===== src/design/pprel_pkg.sv =====
// ----------------------------------------------------------------------------
// pprel_pkg
// Types and codes shared by the PowerPC ELF32 relocation patch pipeline.
// ----------------------------------------------------------------------------
package pprel_pkg;

    localparam logic [5:0] R_NONE      = 6'd0;
    localparam logic [5:0] R_ADDR32    = 6'd1;
    localparam logic [5:0] R_ADDR24    = 6'd2;
    localparam logic [5:0] R_ADDR16    = 6'd3;
    localparam logic [5:0] R_ADDR16_LO = 6'd4;
    localparam logic [5:0] R_ADDR16_HI = 6'd5;
    localparam logic [5:0] R_ADDR16_HA = 6'd6;
    localparam logic [5:0] R_ADDR14    = 6'd7;
    localparam logic [5:0] R_ADDR14_BRT = 6'd8;
    localparam logic [5:0] R_ADDR14_BRN = 6'd9;
    localparam logic [5:0] R_REL24     = 6'd10;
    localparam logic [5:0] R_REL14     = 6'd11;
    localparam logic [5:0] R_REL14_BRT = 6'd12;
    localparam logic [5:0] R_REL14_BRN = 6'd13;
    localparam logic [5:0] R_PLT24     = 6'd18;
    localparam logic [5:0] R_GLOB_DAT  = 6'd20;
    localparam logic [5:0] R_RELATIVE  = 6'd22;
    localparam logic [5:0] R_ADDR30    = 6'd37;

    localparam logic [2:0] ST_APPLIED     = 3'd0;
    localparam logic [2:0] ST_NONE        = 3'd1;
    localparam logic [2:0] ST_UNDEF       = 3'd2;
    localparam logic [2:0] ST_OVERFLOW    = 3'd3;
    localparam logic [2:0] ST_UNSUPPORTED = 3'd4;

    localparam logic [31:0] HA_ROUND  = 32'h0000_8000;
    localparam logic [31:0] MASK_B24  = 32'h03FF_FFFC;
    localparam logic [31:0] MASK_B14  = 32'h0000_FFFC;
    localparam logic [31:0] MASK_A30  = ~32'h0000_0003;
    localparam logic [31:0] MASK_LO16 = 32'h0000_FFFF;

    typedef enum logic [3:0] {
        K_WORD,
        K_B24,
        K_A16,
        K_LO,
        K_HI,
        K_HA,
        K_B14,
        K_A30,
        K_UNSUP
    } t_kind;

    typedef struct packed {
        logic [5:0]         mode;
        logic [31:0]        section_base;
        logic [31:0]        entry_offset;
        logic [31:0]        symbol_value;
        logic               symbol_is_local;
        logic               symbol_undefined;
        logic signed [31:0] addend_value;
        logic [31:0]        old_word;
    } t_in;

    typedef struct packed {
        logic [31:0] new_word;
        logic        write_word;
        logic [2:0]  status;
    } t_out;

    typedef struct packed {
        t_kind      kind;
        logic [2:0] pre_status;
    } t_ctl;

endpackage


===== src/design/pprel_insert.sv =====
// ----------------------------------------------------------------------------
// pprel_insert
// Range check and field insertion of the relocated value into the target word.
// ----------------------------------------------------------------------------
module pprel_insert
    import pprel_pkg::*;
(
    input  t_ctl        i_ctl,
    input  logic [31:0] i_sum,
    input  logic [31:0] i_old,
    output t_out        o_result
);

    logic [31:0] ha;
    logic        fit26;
    logic        fit16;
    logic [31:0] word;
    logic [2:0]  status;

    assign ha    = i_sum + HA_ROUND;
    assign fit26 = (i_sum[31:25] == '0) || (i_sum[31:25] == '1);
    assign fit16 = (i_sum[31:15] == '0) || (i_sum[31:15] == '1);

    always_comb begin
        word   = i_old;
        status = ST_APPLIED;
        case (i_ctl.kind)
            K_WORD: word = i_sum;
            K_B24: begin
                if (fit26) word = i_old | (i_sum & MASK_B24);
                else       status = ST_OVERFLOW;
            end
            K_A16: begin
                if (fit16) word = i_old | (i_sum & MASK_LO16);
                else       status = ST_OVERFLOW;
            end
            K_LO:  word = i_old | (i_sum & MASK_LO16);
            K_HI:  word = i_old | {16'd0, i_sum[31:16]};
            K_HA:  word = i_old | {16'd0, ha[31:16]};
            K_B14: begin
                if (fit16) word = i_old | (i_sum & MASK_B14);
                else       status = ST_OVERFLOW;
            end
            K_A30: word = i_old | (i_sum & MASK_A30);
            default: status = ST_UNSUPPORTED;
        endcase
        if (i_ctl.pre_status != ST_APPLIED) begin
            status = i_ctl.pre_status;
        end
        if (status != ST_APPLIED) begin
            word = i_old;
        end
        o_result.new_word   = word;
        o_result.write_word = (status == ST_APPLIED);
        o_result.status     = status;
    end

endmodule


===== src/design/ppc_elf_relocation_patch.sv =====
// ----------------------------------------------------------------------------
// ppc_elf_relocation_patch
// PowerPC ELF32 RELA relocation patcher, one relocation word per cycle while the output is not stalled.
// ----------------------------------------------------------------------------
// Four register stages: place add, symbol minus place, addend add, then range
// check and field insertion into the output register. An accepted word moves
// through stages 1 to 3 into the output register, which drives o_data; one
// word is taken every cycle while the output is not stalled. An output stall
// holds all stages; o_stall rises only while a finished word waits under stall.
module ppc_elf_relocation_patch
    import pprel_pkg::*;
(
    input  logic i_clk,
    input  logic i_rst_n,
    input  logic i_valid,
    output logic o_stall,
    input  t_in  i_data,
    output logic o_valid,
    input  logic i_stall,
    output t_out o_data
);

    logic        en;
    t_ctl        n_ctl;
    logic        n_pcsub;

    logic        r_v1, r_v2, r_v3, r_v4;
    t_ctl        r_s1_ctl, r_s2_ctl, r_s3_ctl;
    logic        r_s1_pcsub, r_s1_isrel;
    logic [31:0] r_s1_place, r_s1_sym, r_s1_base, r_s1_add, r_s1_old;
    logic [31:0] r_s2_v, r_s2_add, r_s2_old;
    logic [31:0] r_s3_sum, r_s3_old;
    t_out        r_out;
    t_out        n_out;

    assign en      = !(r_v4 && i_stall);
    assign o_stall = !en;
    assign o_valid = r_v4;
    assign o_data  = r_out;

    always_comb begin
        n_pcsub = 1'b0;
        case (i_data.mode)
            R_ADDR32, R_GLOB_DAT, R_RELATIVE:    n_ctl.kind = K_WORD;
            R_ADDR24:                            n_ctl.kind = K_B24;
            R_REL24, R_PLT24: begin
                n_ctl.kind = K_B24;
                n_pcsub    = 1'b1;
            end
            R_ADDR16:                            n_ctl.kind = K_A16;
            R_ADDR16_LO:                         n_ctl.kind = K_LO;
            R_ADDR16_HI:                         n_ctl.kind = K_HI;
            R_ADDR16_HA:                         n_ctl.kind = K_HA;
            R_ADDR14, R_ADDR14_BRT, R_ADDR14_BRN: n_ctl.kind = K_B14;
            R_REL14, R_REL14_BRT, R_REL14_BRN: begin
                n_ctl.kind = K_B14;
                n_pcsub    = 1'b1;
            end
            R_ADDR30: begin
                n_ctl.kind = K_A30;
                n_pcsub    = 1'b1;
            end
            default:                             n_ctl.kind = K_UNSUP;
        endcase
        if (i_data.mode == R_NONE) begin
            n_ctl.pre_status = ST_NONE;
        end else if (i_data.mode != R_RELATIVE && i_data.symbol_undefined) begin
            n_ctl.pre_status = ST_UNDEF;
        end else begin
            n_ctl.pre_status = ST_APPLIED;
        end
    end

    always_ff @(posedge i_clk) begin
        if (!i_rst_n) begin
            r_v1 <= 1'b0;
            r_v2 <= 1'b0;
            r_v3 <= 1'b0;
            r_v4 <= 1'b0;
        end else if (en) begin
            r_v1 <= i_valid;
            r_v2 <= r_v1;
            r_v3 <= r_v2;
            r_v4 <= r_v3;
        end
    end

    always_ff @(posedge i_clk) begin
        if (en) begin
            r_s1_ctl   <= n_ctl;
            r_s1_pcsub <= n_pcsub && !i_data.symbol_is_local;
            r_s1_isrel <= (i_data.mode == R_RELATIVE);
            r_s1_place <= i_data.section_base + i_data.entry_offset;
            r_s1_sym   <= i_data.symbol_value;
            r_s1_base  <= i_data.section_base;
            r_s1_add   <= i_data.addend_value;
            r_s1_old   <= i_data.old_word;

            r_s2_ctl <= r_s1_ctl;
            r_s2_v   <= r_s1_isrel ? r_s1_base
                      : (r_s1_pcsub ? r_s1_sym - r_s1_place : r_s1_sym);
            r_s2_add <= r_s1_add;
            r_s2_old <= r_s1_old;

            r_s3_ctl <= r_s2_ctl;
            r_s3_sum <= r_s2_v + r_s2_add;
            r_s3_old <= r_s2_old;

            r_out <= n_out;
        end
    end

    pprel_insert u_insert (
        .i_ctl    (r_s3_ctl),
        .i_sum    (r_s3_sum),
        .i_old    (r_s3_old),
        .o_result (n_out)
    );

endmodule


===== config.mk =====
export PLATFORM = sky130hd
export DESIGN_NAME = ppc_elf_relocation_patch
export DESIGN_NICKNAME = d
export VERILOG_FILES = /design/src/design/pprel_pkg.sv /design/src/design/pprel_insert.sv /design/src/design/ppc_elf_relocation_patch.sv
export SDC_FILE = /design/constraint.sdc
export NUM_CORES = 1
export LEC_CHECK = 0
export BUFFER_PORTS_ARGS = -buffer_cell sky130_fd_sc_hd__buf_2
export CAP_MARGIN = 20
export CORE_AREA = 3 3 156 234
export DETAILED_ROUTE_END_ITERATION = 6
export DIE_AREA = 0 0 159 237
export PLACE_DENSITY = 0.81
export SYNTH_ARGS = -nofsm -noshare
export SYNTH_HDL_FRONTEND = slang
export SYNTH_HIERARCHICAL = 1
export SYNTH_SLANG_ARGS = --single-unit

===== constraint.sdc =====
create_clock -name i_clk -period 9.4 [get_ports i_clk]
set_clock_uncertainty 0.1 [all_clocks]
set_input_delay 0.47 -clock i_clk [delete_from_list [all_inputs] [get_ports i_clk]]
set_output_delay 0.47 -clock i_clk [all_outputs]
set_load 0.005 [all_outputs]

==> flow_summary.yaml, run 1 <==
sta:
  final_hold_viol_count: 0
  hold_slack_ns: 0.02295
  max_slew_margin_pct: 26.76
  fmax_mhz: 267.4
  rsz0062_at_grt: "no"
  finalCriticalPeriod_ns: 3.740
  worst_pin_slew_ns: 1.096
  setup_viol_count_final: 0
  min_period_over_period_pct: 39.79
  fin_setup_tns_ns: 0
  slew_viol_final: 0
layout:
  multi_input_area_mm2: 0.006474
  fillerInstances: 2693
  syn2layout_area_growth_pct: 15.96
  layout-drive-gt1-share_pct: 18.56
  n_antenna_cell: 0
  fin_nets: 1894
  seq_area_mm2: 0.01137
power_and_ir_drop:
  internal_power_w: 0.003256
  switching_share_pct: 26.73
  clockPowerShare_pct: 31.5
  seqPwrFrac_pct: 49.9
  p_total_w: 0.004444
  ir_worst_vdd_mv: 0.1952
  combinationalPowerShare_pct: 18.6
  p_leak_nw: 8.615
  netSwitchingPower_w: 0.001188
  power_density_mw_per_mm2: 210.0
cts:
  hold_buffers: 20
  cts_num_sinks: 380
  post_cts_buffers: 0
  clkTransAtPathRegs_ns: 0.06
  numCtsBuffers: 36
  clock_latency_ns: 0.53
  cts_tree: "done"
  cts_root_buffer: "clkbuf_16"
  htree_levels: 2
  cts_resized: 0
  cts_buffer_depth: 3
drt:
  vias: 11948
  finalWirelength_um: 38220
  drt_iter0_drc: 831
  viasPerCell: 5.631
  wl_per_cell_um: 18.01
  drt_pass1_iterations: 5
  drc: 0
  ant_nets: 0
synthesis:
  synth_top_area_cell: "edfxtp_1"
  syn_area_per_cell_um2: 13.14
  ys.flop_type: "edfxtp_1"
  yosysTopAreaCellShare_pct: 61.88
  yosys_warnings: 6
  synth_edf_count: 376
  syn_inst: 1389
  synthDistinctLibCells: 85
  synth-async-reset-ratio_pct: 0
  ys_top_cells_by_area: "edfxtp_1, ha_1, xnor2_1"
  synthesis.area_mm2: 0.01825
  ys_seq_area_share_pct: 62.31
  yosysMostFrequentCell: "edfxtp_1"
  ys_seq_elements: 380
  netlist_top_cells_count: "edfxtp_1, nand2_1, ha_1, a21oi_1, o21ai_0"
critical_path:
  reg2reg_slack_ns: 5.66
  critical-path-top-delay-family: "compound AO/OA/AOI/OAI gates"
  rr_endpoint: "r_s2_v[30]"
  crit_type: "flip-flop to flip-flop"
  critPathMaxFanout: 3
  reg2reg_from: "r_s1_place[0]"
  crit_chain: "ha_1, fa_1, nor2b_1, o21ai_0, o21ai_1, a21oi_1, o31ai_1, a41oi_1, nor3_1, or4_1, nand3_1"
  critPathLaunchType: "flip-flop"
  worstRegToRegCells: 11
  cpMaxStageDelayCell: "o31ai_1"
  path_buf_inv: 0
  cp-end-kind: "flip-flop"
  slowest_delay_ns: 0.60
  arrival_ns: 3.89
  worstPathRequired_ns: 9.55
floorplanning:
  die_area_mm2: 0.03768
  coreArea_mm2: 0.03489
  io_pins: 210
  start_util_pct: 52.29
  die_x_um: 159
  rows: 84
  die_h_um: 237
worst_hold_path:
  worstHoldStart: "i_data[24]"
  min_to: "r_s1_old[24]"
  hold_depth: 1
  min_path_type: "input port to flip-flop"
run_status:
  outcome: "finished clean"
place:
  dp.final_hpwl_um: 27530
  place_congestion: 0.8973
  io_buffers: 209
run:
  maxCapViolations: 0
global_route:
  antenna_found_initial: 0
  grt-ovfl-total: 0
  first_global_vias: 11886
  grt_use_total_pct: 19.84
  grt_max_degree: 212
  grt_pass1_wl_um: 60170
==> metrics by stage <==
step | instances | setup slack (ns) | instance area [µm²] | util [%]
after floorplan | 1392 | 3.100 | 18260 | -
after global placement | 2036 | 5.594 | 19770 | 56.66
after detailed placement | 2036 | 5.604 | 19770 | 56.66
after CTS | 2119 | 5.664 | 21110 | 60.50
after global routing | 2122 | 5.469 | 21160 | 60.64
final | 2122 | 5.660 | 21160 | 60.64
==> placed cells by master, fill, tap and decap left out, types with 50 or more instances in the layout <==
master / instances
a21o_1: 50
a21oi_1: 89
buf_2: 209
edfxtp_1: 376
ha_1: 95
inv_1: 63
nand2_1: 97
nor2_1: 58
o21ai_0: 69
xnor2_1: 57
==> worst register-to-register path, delay by kind of cell (launching register included) <==
| family | cells | cell delay (ns) |
|---|---|---|
| compound gates | 5 | 1.57 |
| fa+ha+maj | 2 | 0.65 |
| flops | 1 | 0.39 |
| simple gates | 4 | 0.77 |
==> area by class of cell <==
cell class              count  area share (%)
clock buffers              42           4.465
clock inverters            21          0.9343
inverters                  63           1.118
multi-input cells         906           30.60
flip-flops and latches    380           53.74
well taps                 473           2.797
repair buffers            237           6.351
==> how the worst max path moves through the flow <==
stage,slack [ns],cells past startpoint,end,from
after detailed placement,5.60,12,r_s1_place[30],i_data[98]
after floorplan,3.10,3,o_valid,i_stall
final,5.66,11,r_s2_v[30],r_s1_place[0]
after global placement,5.59,12,r_s1_place[30],i_data[98]
after CTS,5.66,11,r_s2_v[30],r_s1_place[0]
after global routing,5.47,11,r_s2_v[30],r_s1_place[0]
==> power by group through the flow <==
stage	clock, W	sequential, W	combinational [W]
after detailed placement	0	0.00225	0.000804
after floorplan	0	0.00219	0.000617
final	0.00140	0.00222	0.000827
after global routing	0.00150	0.00224	0.000918
after CTS	0.00143	0.00222	0.000818
after global placement	0	0.00225	0.000788
==> flip-flops by register name (all words and copies together), names as in the netlist, 32 cells and up <==
name	flops
o_data	36
r_s1_add	32
r_s1_base	32
r_s1_old	32
r_s1_place	32
r_s1_sym	32
r_s2_add	32
r_s2_old	32
r_s2_v	32
r_s3_old	32
r_s3_sum	32
==> layer usage <==
metal	global-route usage, %	routed length, µm	up-vias
met3	2.923	1690	93
met2	37.78	20700	383
met5	0	0	-
met4	8.336	1478	0
met1	21.92	14360	5676
li1	-	-	5796
==> cells by family (layout without fill, tap and decap cells) <==
family,count (synthesis),in the layout,share of synthesized area (%)
compound gates,377,377,14.24
buf+inv,106,363,2.359
flops,380,380,62.31
other cells,1,4,0.02055
xor+xnor,92,92,4.416
fa+ha+maj,98,98,6.843
simple gates,313,313,8.592
mux,22,22,1.220
No activity file was read; power rests on OpenSTA's default activity.
==> run 2, diff against run 1 <==
--- a/config.mk
+++ b/config.mk
@@ -5,12 +5,13 @@
 export SDC_FILE = /design/constraint.sdc
 export NUM_CORES = 1
 export LEC_CHECK = 0
+export ABC_AREA = 1
 export BUFFER_PORTS_ARGS = -buffer_cell sky130_fd_sc_hd__buf_2
 export CAP_MARGIN = 20
-export CORE_AREA = 3 3 156 234
+export CORE_AREA = 3 3 163 244
 export DETAILED_ROUTE_END_ITERATION = 6
-export DIE_AREA = 0 0 159 237
-export PLACE_DENSITY = 0.81
+export DIE_AREA = 0 0 166 247
+export PLACE_DENSITY = 0.82
 export SYNTH_ARGS = -nofsm -noshare
 export SYNTH_HDL_FRONTEND = slang
 export SYNTH_HIERARCHICAL = 1
==> constraint.sdc (replaced) <==
create_clock -name i_clk -period 3.4 [get_ports i_clk]
set_clock_uncertainty 0.1 [all_clocks]
set_input_delay 0.17 -clock i_clk [delete_from_list [all_inputs] [get_ports i_clk]]
set_output_delay 0.17 -clock i_clk [all_outputs]
set_load 0.005 [all_outputs]
==> run 2 against run 1 <==
Effect of this change: synthesized cell count is 59% higher; cell count is 47% higher; wire length is 54% higher; design area is 17% higher; critical path type unchanged; first-iteration DRC count is 32% higher.
==> flow_summary.yaml, run 2 <==
run_status:
  outcome: "finished clean"
global_route:
  grt_max_degree: 107
  antenna_found_initial: 0
  grt_pass1_wl_um: 89060
  grt-ovfl-total: 0
  grt_use_total_pct: 28.23
  first_global_vias: 17080
cts:
  cts_resized: 0
  numCtsBuffers: 37
  cts_root_buffer: "clkbuf_16"
  post_cts_buffers: 0
  htree_levels: 2
  cts_buffer_depth: 3
  hold_buffers: 140
  clkTransAtPathRegs_ns: 0.07
  cts_num_sinks: 380
  cts_tree: "done"
  clock_latency_ns: 0.55
power_and_ir_drop:
  seqPwrFrac_pct: 44.9
  netSwitchingPower_w: 0.004332
  power_density_mw_per_mm2: 557.8
  combinationalPowerShare_pct: 24.2
  clockPowerShare_pct: 30.9
  ir_worst_vdd_mv: 0.4930
  p_leak_nw: 11.51
  internal_power_w: 0.009492
  switching_share_pct: 31.34
sta:
  slew_viol_final: 0
  final_hold_viol_count: 0
  finalCriticalPeriod_ns: 2.577
  rsz0062_at_grt: "no"
  min_period_over_period_pct: 75.78
  worst_pin_slew_ns: 0.8651
  setup_slack_ns: 0.8235
  max_slew_margin_pct: 41.89
  fmax_mhz: 388.1
  setup_viol_count_final: 0
  fin_setup_tns_ns: 0
critical_path:
  cpMostUsedCell: "nand2_1"
  worstPathRequired_ns: 3.58
  critPathMaxFanout: 3
  crit_type: "flip-flop to flip-flop"
  crit_chain: "ha_1, fa_1, inv_1, nand3_1, nand3_1, nand2_1, nand2_1, nand2_1, nand4_1, nand3_1, nand2_1, nand2_1"
  cpMaxStageDelayCell: "fa_1"
  slowest_delay_ns: 0.41
  critPathLaunchType: "flip-flop"
  cp-end-kind: "flip-flop"
  arrival_ns: 2.75
layout:
  layout-drive-gt1-share_pct: 13.44
  stdcell_count: 3109
  syn2layout_area_growth_pct: 21.59
  n_antenna_cell: 0
  seq_area_mm2: 0.01137
  fillerInstances: 3007
  final_cell_mix: "nand2_1, edfxtp_1, inv_1"
  layout_commonest_cell: "nand2_1"
  final_cell_area_mm2: 0.02478
  multi_input_area_mm2: 0.007823
  fin_nets: 2862
  largest_reg_flops: 36
synthesis:
  synth-simple-area-share_pct: 22.63
  netlist_top_cells_count: "nand2_1, edfxtp_1, inv_1, nor2_1, nand3_1"
  synth_edf_count: 376
  yosysTopAreaCellShare_pct: 55.40
  yosysMostFrequentCell: "nand2_1"
  syn_inst: 2208
  synth-async-reset-ratio_pct: 0
  synth_xor_xnor_area_share_pct: 2.535
  ys_top_cells_by_area: "edfxtp_1, nand2_1, ha_1"
  ys.flop_type: "edfxtp_1"
  synth_top_area_cell: "edfxtp_1"
  synthMuxAreaShare_pct: 0
  syn_area_per_cell_um2: 9.231
  synth_compound_area_share_pct: 6.974
  synthesis.area_mm2: 0.02038
  synthDistinctLibCells: 52
  ys_seq_area_share_pct: 55.79
  synth_fa_ha_area_share_pct: 6.126
  ys_seq_elements: 380
  yosys_warnings: 6
  synth_top_family_by_area: "simple AND/OR/NAND/NOR gates"
place:
  preCtsSetupSlack_ns: 0.8333
  io_buffers: 209
  placed_area_mm2: 0.02213
  place_congestion: 0.9704
  dp.cells: 2902
  dp.final_hpwl_um: 45080
run:
  maxCapViolations: 0
floorplanning:
  die_area_mm2: 0.04100
  coreArea_mm2: 0.03777
  die_x_um: 166
  start_util_pct: 53.96
  io_pins: 210
  rows: 87
  die_h_um: 247
drt:
  drt_pass1_iterations: 6
  viasPerCell: 5.310
  vias: 16508
  finalWirelength_um: 58700
  drc: 0
  wl_per_cell_um: 18.88
  ant_nets: 0
  drt_iter0_drc: 1098
worst_hold_path:
  min_path_type: "input port to flip-flop"
[run 2: changes by cell type after synthesis, sizes merged, moves of 13 or more]
cell and change:
nor2 +185, nand2b -13, o21ai +29, nand2 +564
nand3 +108, nor2b -15, xor2 +14, xnor2 -47
a21oi +16, a21o -40, inv +230, mux2i -20
a22o -20, clkbuf -22
[run 2: layout make-up]
| cell class | count | share of cell area, % |
|---|---|---|
| multi-input combinational | 1515 | 31.56 |
| sequential | 380 | 45.88 |
| timing repair buffer | 365 | 10.56 |
| clock buffer | 44 | 4.014 |
| tap | 489 | 2.469 |
| clock inverter | 23 | 1.050 |
| inverter | 293 | 4.458 |
[run 2: worst paths after layout]
check	startpoint	slack, ns	depth (start not counted)	to
worst min-delay path	i_data[115]	0.03	4	r_s1_place[17]
worst min register to register	r_s2_old[12]	0.32	0	r_s3_old[12]
worst max-delay path	r_s1_place[0]	0.82	12	r_s2_v[24]
worst max register to register	r_s1_place[0]	0.82	12	r_s2_v[24]
[run 2: logic make-up after synthesis]
| logic type | after synthesis |
|---|---|
| and+or+nand+nor | 1100 |
| DFF | 380 |
| buffers and inverters | 314 |
| AOI/OAI and AO/OA | 256 |
| adders and majority gates | 98 |
| xor gates and xnor gates | 59 |
| other | 1 |
[run 2: stage by stage]
stage	utilization [%]	hold slack, ns	total power [W]
floorplan	-	0.1689	0.008313
global placement	58.58	0.2465	0.009414
detailed placement	58.58	0.2483	0.009459
CTS	65.61	0.007235	0.01384
global route	65.61	0.05413	0.01449
finish	65.61	0.03459	0.01382
[run 2: power groups by stage]
stage          sequential [W]  combinational [W]  clock [W]
6_report              0.00620            0.00334    0.00428
5_1_grt               0.00625            0.00372    0.00452
4_1_cts               0.00620            0.00331    0.00433
3_5_place_dp          0.00630            0.00316          0
3_3_place_gp          0.00628            0.00313          0
2_1_floorplan         0.00612            0.00219          0
[run 2: critical path, delay by kind of cell, from the launching register on]
kind / cells / cell delay [ns]
simple gates: 9 / 1.06
fa+ha+maj: 2 / 0.65
flops: 1 / 0.38
buf+inv: 1 / 0.12
[run 2: routing by layer]
layer / track usage (%) / wire length [µm]
met2: 55.13 / 31880
met4: 21.79 / 5263
met5: 0 / 0
met3: 2.751 / 2153
met1: 26.77 / 19410
